`src/rtl/core/assert_macros.svh`:
```
// ============================================================================
// assert_macros.svh
// assertion macros shared by the extended community set engine
// ============================================================================
`ifndef ASSERT_MACROS_SVH
`define ASSERT_MACROS_SVH

// antecedent implies consequent in the same cycle
`define ECSE_ASSERT_IMP(label, clk, rst_n, ante, cons) \
    label: assert property (@(posedge clk) disable iff (!rst_n) (ante) |-> (cons)) \
        else $error("implication check failed");

// antecedent implies consequent in the next cycle
`define ECSE_ASSERT_NXT(label, clk, rst_n, ante, cons) \
    label: assert property (@(posedge clk) disable iff (!rst_n) (ante) |=> (cons)) \
        else $error("next cycle check failed");

`endif

```
`src/rtl/core/ecse_pkg.sv`:
```
// ============================================================================
// ecse_pkg
// command codes, status codes and shared types of the community set engine
// ============================================================================
package ecse_pkg;

    localparam int CMD_W    = 3;
    localparam int COMM_W   = 64;
    localparam int IDX_W    = 5;
    localparam int STATUS_W = 2;
    localparam int COUNT_W  = 6;

    localparam int NONTRANS_POS = 62;

    localparam logic [CMD_W-1:0] CMD_CONTAINS = 3'd0;
    localparam logic [CMD_W-1:0] CMD_ADD      = 3'd1;
    localparam logic [CMD_W-1:0] CMD_DELETE   = 3'd2;
    localparam logic [CMD_W-1:0] CMD_STRIP    = 3'd3;
    localparam logic [CMD_W-1:0] CMD_SORT     = 3'd4;
    localparam logic [CMD_W-1:0] CMD_READ     = 3'd5;
    localparam logic [CMD_W-1:0] CMD_CLEAR    = 3'd6;

    localparam logic [STATUS_W-1:0] ST_OK    = 2'd0;
    localparam logic [STATUS_W-1:0] ST_FULL  = 2'd1;
    localparam logic [STATUS_W-1:0] ST_RANGE = 2'd2;

    typedef struct packed {
        logic eq;
        logic gt;
        logic nontrans;
    } cmp_t;

    typedef struct packed {
        logic                found;
        logic [STATUS_W-1:0] status;
        logic [COMM_W-1:0]   entry;
    } res_t;

endpackage

```
`src/rtl/core/extended_community_set_engine.sv`:
```
// ============================================================================
// extended_community_set_engine
// ordered set of 64-bit extended communities driven by one command per request
// ============================================================================
// One request is worked at a time; s_axis_tready is low while a command runs.
// Contains, add, delete and strip scan every held entry: one sequencer
// walks the entry memory one entry per cycle through a single read port and
// one shared 64-bit compare unit; add then appends in S_ADD when the entry
// is absent and room remains. Read checks the index and then fetches the
// entry; clear and unused codes go straight to the result. Sort is an
// in-place insertion sort over the same memory port and compare unit. A
// result waits in an output register, so the next request is taken while it
// is still held on the master side.
`include "assert_macros.svh"

module extended_community_set_engine #(
    parameter int CAPACITY = 32
) (
    input  logic        clk,
    input  logic        rst_n,
    input  logic        s_axis_tvalid,
    output logic        s_axis_tready,
    input  logic [71:0] s_axis_tdata,   // community[63:0], index[68:64], zero fill
    input  logic [2:0]  s_axis_tuser,   // command[2:0]
    output logic        m_axis_tvalid,
    input  logic        m_axis_tready,
    output logic [79:0] m_axis_tdata    // found[0], count[6:1], entry[70:7], status[72:71]
);
    import ecse_pkg::*;

    localparam int CW     = $clog2(CAPACITY + 1);
    localparam int OUT_W  = 1 + COUNT_W + COMM_W + STATUS_W;
    localparam int TDATA_W = 80;

    logic                res_valid;
    logic                res_ready;
    res_t                res;
    logic [CW-1:0]       res_count;
    logic                out_valid_reg;
    logic [TDATA_W-1:0]  out_data_reg;
    logic [OUT_W-1:0]    out_data_next;
    logic                full_drop;

    ecse_core #(
        .CAPACITY (CAPACITY)
    ) u_core (
        .clk       (clk),
        .rst_n     (rst_n),
        .req_valid (s_axis_tvalid),
        .req_ready (s_axis_tready),
        .req_cmd   (s_axis_tuser),
        .req_comm  (s_axis_tdata[COMM_W-1:0]),
        .req_idx   (s_axis_tdata[COMM_W+IDX_W-1:COMM_W]),
        .res_valid (res_valid),
        .res_ready (res_ready),
        .res       (res),
        .res_count (res_count)
    );

    assign res_ready     = !out_valid_reg || m_axis_tready;
    assign out_data_next = {res.status, res.entry, COUNT_W'(res_count), res.found};
    assign m_axis_tvalid = out_valid_reg;
    assign m_axis_tdata  = out_data_reg;
    assign full_drop     = res_valid && (res.status == ST_FULL);

    always_ff @(posedge clk or negedge rst_n)
    begin
        if (!rst_n)
        begin
            out_valid_reg <= 1'b0;
            out_data_reg  <= '0;
        end
        else
        begin
            if (res_valid && res_ready)
            begin
                out_valid_reg <= 1'b1;
                out_data_reg  <= TDATA_W'(out_data_next);
            end
            else if (m_axis_tready)
            begin
                out_valid_reg <= 1'b0;
            end
        end
    end

    `ECSE_ASSERT_IMP(a_count_bound, clk, rst_n, res_valid, res_count <= CW'(CAPACITY))
    `ECSE_ASSERT_IMP(a_full_drop, clk, rst_n, full_drop, !res.found && (res_count == CW'(CAPACITY)))
    `ECSE_ASSERT_NXT(a_busy_after_req, clk, rst_n, s_axis_tvalid && s_axis_tready, !s_axis_tready)

endmodule

```
`src/rtl/core/ecse_cmp.sv`:
```
// ============================================================================
// ecse_cmp
// shared 64-bit compare unit: equality, unsigned greater-than, transitivity
// ============================================================================
module ecse_cmp (
    input  logic [ecse_pkg::COMM_W-1:0] a,
    input  logic [ecse_pkg::COMM_W-1:0] b,
    output ecse_pkg::cmp_t              result
);
    import ecse_pkg::*;

    always_comb
    begin
        result.eq       = (a == b);
        result.gt       = (a > b);
        result.nontrans = a[NONTRANS_POS];
    end

endmodule

```
`src/rtl/core/ecse_core.sv`:
```
// ============================================================================
// ecse_core
// command sequencer with the entry memory and the shared compare unit
// ============================================================================
module ecse_core #(
    parameter int CAPACITY = 32
) (
    input  logic                            clk,
    input  logic                            rst_n,
    input  logic                            req_valid,
    output logic                            req_ready,
    input  logic [ecse_pkg::CMD_W-1:0]      req_cmd,
    input  logic [ecse_pkg::COMM_W-1:0]     req_comm,
    input  logic [ecse_pkg::IDX_W-1:0]      req_idx,
    output logic                            res_valid,
    input  logic                            res_ready,
    output ecse_pkg::res_t                  res,
    output logic [$clog2(CAPACITY+1)-1:0]   res_count
);
    import ecse_pkg::*;

    localparam int AW   = (CAPACITY > 1) ? $clog2(CAPACITY) : 1;
    localparam int CW   = $clog2(CAPACITY + 1);
    localparam int CMPW = (CW > IDX_W) ? CW : IDX_W;
    localparam logic [CW-1:0] CAP_C = CW'(CAPACITY);

    typedef enum logic [3:0] {
        S_IDLE,
        S_SCAN,
        S_ADD,
        S_READ,
        S_READ_DATA,
        S_SORT_KEY,
        S_SORT_LOAD,
        S_SORT_CMP,
        S_SORT_PLACE,
        S_DONE
    } state_t;

    state_t              state_reg;
    logic [CMD_W-1:0]    cmd_reg;
    logic [COMM_W-1:0]   comm_reg;
    logic [IDX_W-1:0]    idx_reg;
    logic [CW-1:0]       count_reg;
    logic [CW-1:0]       r_reg;
    logic [CW-1:0]       w_reg;
    logic [CW-1:0]       i_reg;
    logic [CW-1:0]       j_reg;
    logic                pend_reg;
    logic                found_reg;
    logic [STATUS_W-1:0] status_reg;
    logic [COMM_W-1:0]   entry_reg;
    logic [COMM_W-1:0]   rd_data_reg;

    logic [COMM_W-1:0] mem [CAPACITY];

    logic              mem_we;
    logic [AW-1:0]     mem_waddr;
    logic [COMM_W-1:0] mem_wdata;
    logic [AW-1:0]     mem_raddr;

    cmp_t              cmp;
    logic              keep;
    logic              issue;
    logic [CMPW-1:0]   idx_w;
    logic              idx_ok;
    logic [CW-1:0]     i_dec;
    logic [CW-1:0]     j_dec;
    logic [CW-1:0]     j_dec2;

    ecse_cmp u_cmp (
        .a      (rd_data_reg),
        .b      (comm_reg),
        .result (cmp)
    );

    assign keep   = ((cmd_reg == CMD_DELETE) && !cmp.eq)
                 || ((cmd_reg == CMD_STRIP) && !cmp.nontrans);
    assign issue  = (r_reg < count_reg);
    assign idx_w  = CMPW'(idx_reg);
    assign idx_ok = (idx_w < CMPW'(count_reg));
    assign i_dec  = i_reg - CW'(1);
    assign j_dec  = j_reg - CW'(1);
    assign j_dec2 = j_reg - CW'(2);

    assign req_ready  = (state_reg == S_IDLE);
    assign res_valid  = (state_reg == S_DONE);
    assign res.found  = found_reg;
    assign res.status = status_reg;
    assign res.entry  = entry_reg;
    assign res_count  = count_reg;

    // memory port control
    always_comb
    begin
        mem_we    = 1'b0;
        mem_waddr = '0;
        mem_wdata = rd_data_reg;
        mem_raddr = '0;
        unique case (state_reg)
            S_SCAN:
            begin
                if (issue)
                begin
                    mem_raddr = r_reg[AW-1:0];
                end
                if (pend_reg && keep)
                begin
                    mem_we    = 1'b1;
                    mem_waddr = w_reg[AW-1:0];
                end
            end
            S_ADD:
            begin
                if (!found_reg && (count_reg < CAP_C))
                begin
                    mem_we    = 1'b1;
                    mem_waddr = count_reg[AW-1:0];
                    mem_wdata = comm_reg;
                end
            end
            S_READ:
            begin
                mem_raddr = idx_w[AW-1:0];
            end
            S_SORT_KEY:
            begin
                mem_raddr = i_reg[AW-1:0];
            end
            S_SORT_LOAD:
            begin
                mem_raddr = i_dec[AW-1:0];
            end
            S_SORT_CMP:
            begin
                mem_we    = 1'b1;
                mem_waddr = j_reg[AW-1:0];
                if (cmp.gt)
                begin
                    mem_raddr = j_dec2[AW-1:0];
                end
                else
                begin
                    mem_wdata = comm_reg;
                end
            end
            S_SORT_PLACE:
            begin
                mem_we    = 1'b1;
                mem_waddr = '0;
                mem_wdata = comm_reg;
            end
            default:
            begin
                mem_we = 1'b0;
            end
        endcase
    end

    always_ff @(posedge clk)
    begin
        if (mem_we)
        begin
            mem[mem_waddr] <= mem_wdata;
        end
        rd_data_reg <= mem[mem_raddr];
    end

    always_ff @(posedge clk or negedge rst_n)
    begin
        if (!rst_n)
        begin
            state_reg  <= S_IDLE;
            cmd_reg    <= CMD_CONTAINS;
            comm_reg   <= '0;
            idx_reg    <= '0;
            count_reg  <= '0;
            r_reg      <= '0;
            w_reg      <= '0;
            i_reg      <= '0;
            j_reg      <= '0;
            pend_reg   <= 1'b0;
            found_reg  <= 1'b0;
            status_reg <= ST_OK;
            entry_reg  <= '0;
        end
        else
        begin
            unique case (state_reg)
                S_IDLE:
                begin
                    if (req_valid)
                    begin
                        cmd_reg    <= req_cmd;
                        comm_reg   <= req_comm;
                        idx_reg    <= req_idx;
                        found_reg  <= 1'b0;
                        status_reg <= ST_OK;
                        entry_reg  <= '0;
                        r_reg      <= '0;
                        w_reg      <= '0;
                        pend_reg   <= 1'b0;
                        i_reg      <= CW'(1);
                        case (req_cmd) inside
                            CMD_CONTAINS, CMD_ADD, CMD_DELETE, CMD_STRIP:
                                state_reg <= S_SCAN;
                            CMD_SORT:
                                state_reg <= S_SORT_KEY;
                            CMD_READ:
                                state_reg <= S_READ;
                            CMD_CLEAR:
                            begin
                                count_reg <= '0;
                                state_reg <= S_DONE;
                            end
                            default:
                                state_reg <= S_DONE;
                        endcase
                    end
                end
                S_SCAN:
                begin
                    if (issue)
                    begin
                        r_reg <= r_reg + CW'(1);
                    end
                    pend_reg <= issue;
                    if (pend_reg)
                    begin
                        if (cmp.eq)
                        begin
                            found_reg <= (cmd_reg != CMD_STRIP) ? 1'b1 : found_reg;
                        end
                        if (keep)
                        begin
                            w_reg <= w_reg + CW'(1);
                        end
                    end
                    if (!issue && !pend_reg)
                    begin
                        case (cmd_reg) inside
                            CMD_ADD:
                                state_reg <= S_ADD;
                            CMD_DELETE, CMD_STRIP:
                            begin
                                count_reg <= w_reg;
                                state_reg <= S_DONE;
                            end
                            default:
                                state_reg <= S_DONE;
                        endcase
                    end
                end
                S_ADD:
                begin
                    if (!found_reg)
                    begin
                        if (count_reg < CAP_C)
                        begin
                            count_reg <= count_reg + CW'(1);
                        end
                        else
                        begin
                            status_reg <= ST_FULL;
                        end
                    end
                    state_reg <= S_DONE;
                end
                S_READ:
                begin
                    if (idx_ok)
                    begin
                        state_reg <= S_READ_DATA;
                    end
                    else
                    begin
                        status_reg <= ST_RANGE;
                        state_reg  <= S_DONE;
                    end
                end
                S_READ_DATA:
                begin
                    entry_reg <= rd_data_reg;
                    state_reg <= S_DONE;
                end
                S_SORT_KEY:
                begin
                    state_reg <= (i_reg < count_reg) ? S_SORT_LOAD : S_DONE;
                end
                S_SORT_LOAD:
                begin
                    comm_reg  <= rd_data_reg;
                    j_reg     <= i_reg;
                    state_reg <= S_SORT_CMP;
                end
                S_SORT_CMP:
                begin
                    if (cmp.gt)
                    begin
                        j_reg <= j_dec;
                        if (j_dec == '0)
                        begin
                            state_reg <= S_SORT_PLACE;
                        end
                    end
                    else
                    begin
                        i_reg     <= i_reg + CW'(1);
                        state_reg <= S_SORT_KEY;
                    end
                end
                S_SORT_PLACE:
                begin
                    i_reg     <= i_reg + CW'(1);
                    state_reg <= S_SORT_KEY;
                end
                S_DONE:
                begin
                    if (res_ready)
                    begin
                        state_reg <= S_IDLE;
                    end
                end
                default:
                begin
                    state_reg <= S_IDLE;
                end
            endcase
        end
    end

endmodule
```
`config.mk`:
```
export PLATFORM = sky130hd
export DESIGN_NAME = extended_community_set_engine
export DESIGN_NICKNAME = d
export VERILOG_FILES = /design/src/rtl/core/ecse_pkg.sv /design/src/rtl/core/extended_community_set_engine.sv /design/src/rtl/core/ecse_cmp.sv /design/src/rtl/core/ecse_core.sv
export VERILOG_INCLUDE_DIRS = /design/src /design/src/rtl/core
export SDC_FILE = /design/constraint.sdc
export NUM_CORES = 2
export LEC_CHECK = 0
export ABC_AREA = 1
export ABC_CLOCK_PERIOD_IN_PS = 5700
export BUFFER_PORTS_ARGS = -buffer_cell sky130_fd_sc_hd__buf_2
export CORE_MARGIN = 4
export CORE_UTILIZATION = 40
export CTS_BUF_LIST = sky130_fd_sc_hd__clkbuf_4
export CTS_CLUSTER_SIZE = 25
export DETAILED_ROUTE_END_ITERATION = 8
export PLACE_DENSITY = 0.61
export REMOVE_ABC_BUFFERS = 1
export SLEW_MARGIN = 20
export SYNTH_ARGS = -nofsm -noshare
export SYNTH_HDL_FRONTEND = slang
export SYNTH_HIERARCHICAL = 1
export SYNTH_SLANG_ARGS = --single-unit
```
`constraint.sdc`:
```
create_clock -name clk -period 5.7 [get_ports clk]
set_clock_uncertainty 0.2 [all_clocks]
set_input_delay 0.285 -clock clk [delete_from_list [all_inputs] [get_ports clk]]
set_output_delay 0.285 -clock clk [all_outputs]
set_load 0.02 [all_outputs]
```
; After elaboration in Yosys (flattened, before gate mapping)
; Memory sizes are Yosys's and may differ from the RTL's. A register that Yosys moved wholly into a read port is not among the register bits.
; Index checks and enable logic that the tools add are counted.
[word_totals]
ff_bits = 248
ram_bits = 2048
output_inout_bits = 82
word_cells = 175
mem_count = 1
[mem_list]
columns = memory, depth, word_bits, read_ports, rd_ports_with_merged_regs, wr, line
row1 = u_core.mem, 32, 64, 1, 1, 1, ecse_core.sv:55  ; logic [COMM_W-1:0] mem [CAPACITY];
[op_classes]
addsub = 7
order_cmp = 5
eq_ne = 41
n_mux = 65
n_reduce_logical = 41
[op_table]
columns = operator, n
row1 = $mux 64, 4
row2 = $pmux 64 s2, 2
row3 = $pmux 64 s3, 1
row4 = $mux 6, 17
row5 = $eq 64x64->1, 1
row6 = $gt 64x64->1, 1
row7 = $mux 4, 11
row8 = $pmux 4 s9, 1
row9 = $pmux 6 s2, 3
row10 = $pmux 6 s3, 2
row11 = $pmux 5 s5, 1
row12 = $add 6x1->6 const B, 4
row13 = $mux 5, 4
row14 = $ne 2x1->1 const B, 10
row15 = $ne 2x2->1 const B, 10
row16 = $eq 4x3->1 const B, 4
row17 = $pmux 5 s3, 1
row18 = $eq 3x2->1 const B, 4
row19 = $lt 6x6->1, 2
row20 = $reduce_and 11->1, 1
row21 = $mux 1, 10
row22 = $reduce_and 2->1, 5
row23 = $reduce_and 5->1, 2
row24 = $reduce_bool 2->1, 5
row25 = 27 further kinds, 53

; Longest topological paths before layout
[logic_depth]
word_depth = 9
ltp_mapped = 29
depth_no_buf = 27

; Cells and area by module
; Netlist, hierarchy kept.
[by_module_without_submodules]
columns = module, instances, cells_each, area_each_um2, seq_area_each_um2
row1 = ecse_core, 1, 9455, 99889.6, 67134.4
row2 = extended_community_set_engine, 1, 329, 3016.6, 1851.8
row3 = ecse_cmp, 1, 310, 1880.6, 0.0

; Worst setup path before layout
; OpenSTA, ideal clock, no wires.
[synth_timing]
kind = reg2reg
startpoint = reg u_core.comm_reg[63]
endpoint = mem u_core.mem[17][0] (enable)
t_arrival_ps = 4917
required_ps = 5013
slack_ps = 96
stages_incl_launch_ff = 17
n_path_buf = 0
synth_period_minus_slack_ps = 5604
cell_sequence = dfrtp_1 inv_1 ha_1 nand2_1 nor2_1 nand2_1 nor2_1 nand4_1 nor4_1 mux2i_1 nand3_1 nor2_1 a22oi_1 o21ai_0 inv_1 nand2_1 nor2_1
[synth_rtl]
columns = item, line
row1 = from (decl), ecse_core.sv:42  ; logic [COMM_W-1:0] comm_reg;
row2 = from (signal assigned), ecse_core.sv:195  ; comm_reg <= req_comm;
row3 = from (signal assigned), ecse_core.sv:292  ; comm_reg <= rd_data_reg;
row4 = to (decl), ecse_core.sv:55

==> results.cfg <==
[pwr]
switching_share_pct = 40.7
p_leak_nw = 50.8
seq_power_share_pct = 36.4
powerDensity_mw_per_mm2 = 545
ir_drop_mv = 0.625
switchingPower_mw = 27.0
cellInternalPower_mw = 39.4
clkPwrFrac_pct = 23.0
combPwrFrac_pct = 40.6

[timing]
worst_pin_slew_ns = 1.22
rsz0062_at_grt = no
slew_headroom_pct = 18.4
report.final.slew_viol_count = 0
fmax_mhz = 186
setup_violations = 0
hold_viol_final = 0
min_period_ns = 5.38
setup-tns-final_ns = 0
post-route-period-util_pct = 94.4
whs_ns = 0.169

[floorplan]
chipWidth_um = 520
start_util_pct = 40.3
core_area_sq_mm = 0.260
rows = 187
die_h_um = 520
dieArea_sq_mm = 0.270
ioPinCount = 161

[drt]
drt_iter0_drc = 8725
wl_per_cell_um = 23.0
drt_first_pass_iters = 8
drc = 0
vias = 79300
vias_per_cell = 5.38
postRouteAntennaNets = 0
wl_um = 339000

[final_layout]
nNetsFinal = 10900
stdcell_count = 14700
post-route-util_pct = 46.8
largest_reg_flops = 2048
largest-register = u_core/mem
drive_above_1_share_pct = 14.0
area_growth_syn_to_layout_pct = 16.1
fill_cells = 24000

[critical_path]
worstSetupPathType = reg2reg
arrival_ns = 6.13
path_cells = inv_1 > ha_1 > nand2_1 > nor2_1 > nand2_1 > nor2_1 > nand4_1 > nor4_1 > buf_4 > mux2i_1 > nand3_1 > nor2_1 > nand2_1 > nand2_1 > inv_1 > nand2_1 > nor2_4 > buf_12
required_ns = 6.45
critPathBufInv = 4
critical_path.top_delay_family = simple AND/OR/NAND/NOR gates
slowest_stage = nor2_4
end_kind = flop
cp_max_fo = 23
cp_common_cell = nand2_1
cpPeakStageDelay_ns = 0.65
critPathLaunchType = flop

[yosys]
syn_area_sq_mm = 0.105
synth-seq-cells = 2360
synthArstFlopShare_pct = 10.5
synthFlopType = edfxtp_1
syn_avg_cell_area_sq_um = 10.4
yosysWarnings = 6
synth_edf_count = 2048
synth_seq_area_share_pct = 65.8
synthCells = 10100
ys_types = 49

[cts]
insertion_delay_ns = 1.36
post_cts_buffers = 0
cts_buffers = 620
htree_levels = 6
cts_root_buffer = clkbuf_4
cts_max_path_buffers = 4
clk_pin_slew_worst_paths_ns = 0.07
cts_sinks = 2360
cts_tree = built

[placed_design]
dp.cells = 13400
gp_congestion = 0.865
place_hpwl_um = 178000
port_buffers = 150

[global_route]
grt_pass1_wl_um = 495000
overflow = 0
grt_pass1_vias = 75800
grtUsageTotal_pct = 24.3
antenna_found_initial = 20
grt_max_degree = 206

[status]
status = completed

[min_path]
hold_path.class = in2reg

[flow_run]
drv_cap = 0
## per-layer routing
layer  global-route usage, %  wire length (um)  share of wire, %
met3                    4.92             32800               9.7
met5                       0                13            0.0038
met1                    32.7            137000                40
met2                    38.3            155000                46
met4                    10.4             14100               4.2
## synth_stat cells, types with 3 or more instances
| master | instances | share of area (%) |
|---|---|---|
| buf_2 | 277 | 1.3 |
| nor4_1 | 3 | 0.018 |
| nand2_1 | 2085 | 7.5 |
| nor2_2 | 5 | 0.030 |
| inv_1 | 1428 | 5.1 |
| a21o_1 | 4 | 0.029 |
| nand4_1 | 10 | 0.060 |
| buf_6 | 7 | 0.075 |
| a21oi_1 | 58 | 0.28 |
| buf_1 | 87 | 0.31 |
| nand3b_1 | 448 | 3.2 |
| clkbuf_1 | 266 | 0.95 |
| xor2_1 | 6 | 0.050 |
| nand2_2 | 9 | 0.054 |
| inv_2 | 12 | 0.043 |
| nand3_1 | 2412 | 12 |
| buf_4 | 19 | 0.14 |
| nor2_4 | 6 | 0.064 |
| edfxtp_1 | 2048 | 59 |
| nor3_1 | 62 | 0.30 |
| o22ai_1 | 58 | 0.35 |
| a22oi_1 | 3 | 0.021 |
| dfxtp_1 | 64 | 1.2 |
| o21ai_0 | 185 | 0.88 |
| nor2_1 | 162 | 0.58 |
| o21a_1 | 5 | 0.036 |
| ha_1 | 86 | 1.0 |
| dfrtp_1 | 248 | 5.9 |
## repair_timing
action                    CTS  global route
hold buffers              188             0
gates resized for setup     0             0
hold endpoints to repair  459             0
## logic make-up after synthesis
logic type               after synthesis  synth area share, %
buffers and inverters               2097                 7.96
adder cells (fa/ha/maj)               86                 1.03
flip-flops                          2360                 65.8
XOR/XNOR                               7               0.0585
multiplexers                           1              0.00955
other                                  1              0.00358
AO/OA/AOI/OAI                        331                 1.73
AND/OR/NAND/NOR                     5211                 23.4
## layout by cell type, fill, tap and decap left out, types with 6 or more instances in the layout
| master | count |
|---|---|
| clkinv_2 | 17 |
| o21ai_0 | 121 |
| nand2_4 | 7 |
| nand2_2 | 6 |
| nor3_1 | 61 |
| dfxtp_1 | 64 |
| bufinv_16 | 14 |
| clkinvlp_4 | 8 |
| o21ai_1 | 64 |
| nor2_4 | 38 |
| inv_1 | 1424 |
| nor2_2 | 6 |
| clkbuf_4 | 942 |
| ha_1 | 86 |
| conb_1 | 7 |
| a21oi_1 | 57 |
| xor2_1 | 6 |
| nand3b_1 | 448 |
| diode_2 | 11 |
| nand2_1 | 2079 |
| nand4_1 | 10 |
| buf_12 | 141 |
| buf_4 | 180 |
| inv_2 | 27 |
| buf_2 | 149 |
| edfxtp_1 | 2048 |
| o22ai_1 | 58 |
| dfrtp_1 | 248 |
| dlygate4sd3_1 | 187 |
| nor2_1 | 129 |
| clkinv_1 | 109 |
| nand3_1 | 2412 |
## power groups by stage
stage | sequential, mW | clock [mW] | combinational (mW)
2_1_floorplan | 24.7 | 0 | 14.5
3_3_place_gp | 24.4 | 0 | 25.9
3_5_place_dp | 24.5 | 0 | 26.3
4_1_cts | 24.1 | 15.6 | 26.6
5_1_grt | 24.3 | 16.6 | 29.4
6_report | 24.2 | 15.3 | 26.9
## cell type report
cell class / instances / area (sq um) / share of cell area, %
clock buffers: 942 / 7070 / 5.81
diodes: 11 / 27.5 / 0.0226
multi-input cells: 5643 / 27900 / 22.9
repair buffers: 659 / 6830 / 5.62
inverters: 1441 / 5450 / 4.48
flip-flops and latches: 2360 / 69000 / 56.7
clock inverters: 172 / 1100 / 0.904
well taps: 3496 / 4370 / 3.59
## metrics by stage
step / total power [mW] / area [sq um] / setup slack, ns
finish: 66.4 / 122000 / 0.318
global route: 70.3 / 122000 / 0.191
CTS: 66.4 / 122000 / 0.387
detailed placement: 50.8 / 112000 / 0.466
global placement: 50.3 / 112000 / 0.505
floorplan: 39.2 / 102000 / -29.50
## final timing paths
check | slack [ns] | depth (start not counted) | startpoint | end
max | 0.32 | 18 | u_core/comm_reg[59]$_DFFE_PN0P_ | u_core/mem[26][57]$_DFFE_PP_
min | 0.17 | 6 | m_axis_tready | m_axis_tdata[7]$_DFFE_PN0P_
max reg2reg | 0.32 | 18 | u_core/comm_reg[59]$_DFFE_PN0P_ | u_core/mem[26][57]$_DFFE_PP_
min reg2reg | 0.27 | 2 | m_axis_tdata[61]$_DFFE_PN0P_ | m_axis_tdata[61]$_DFFE_PN0P_
max in group asynchronous | 3.51 | 6 | rst_n | u_core/comm_reg[53]$_DFFE_PN0P_
min in group asynchronous | 0.47 | 5 | rst_n | u_core/comm_reg[62]$_DFFE_PN0P_
## worst reg2reg max path, cell delays in order, from the launching register on
cell	delay (ns)
dfrtp_1	0.37
inv_1	0.05
ha_1	0.39
nand2_1	0.08
nor2_1	0.34
nand2_1	0.16
nor2_1	0.26
nand4_1	0.16
nor4_1	0.46
buf_4	0.26
mux2i_1	0.08
nand3_1	0.10
nor2_1	0.16
nand2_1	0.19
nand2_1	0.15
inv_1	0.12
nand2_1	0.45
nor2_4	0.66
buf_12	0.32
Power figures use the tool's default switching activity.
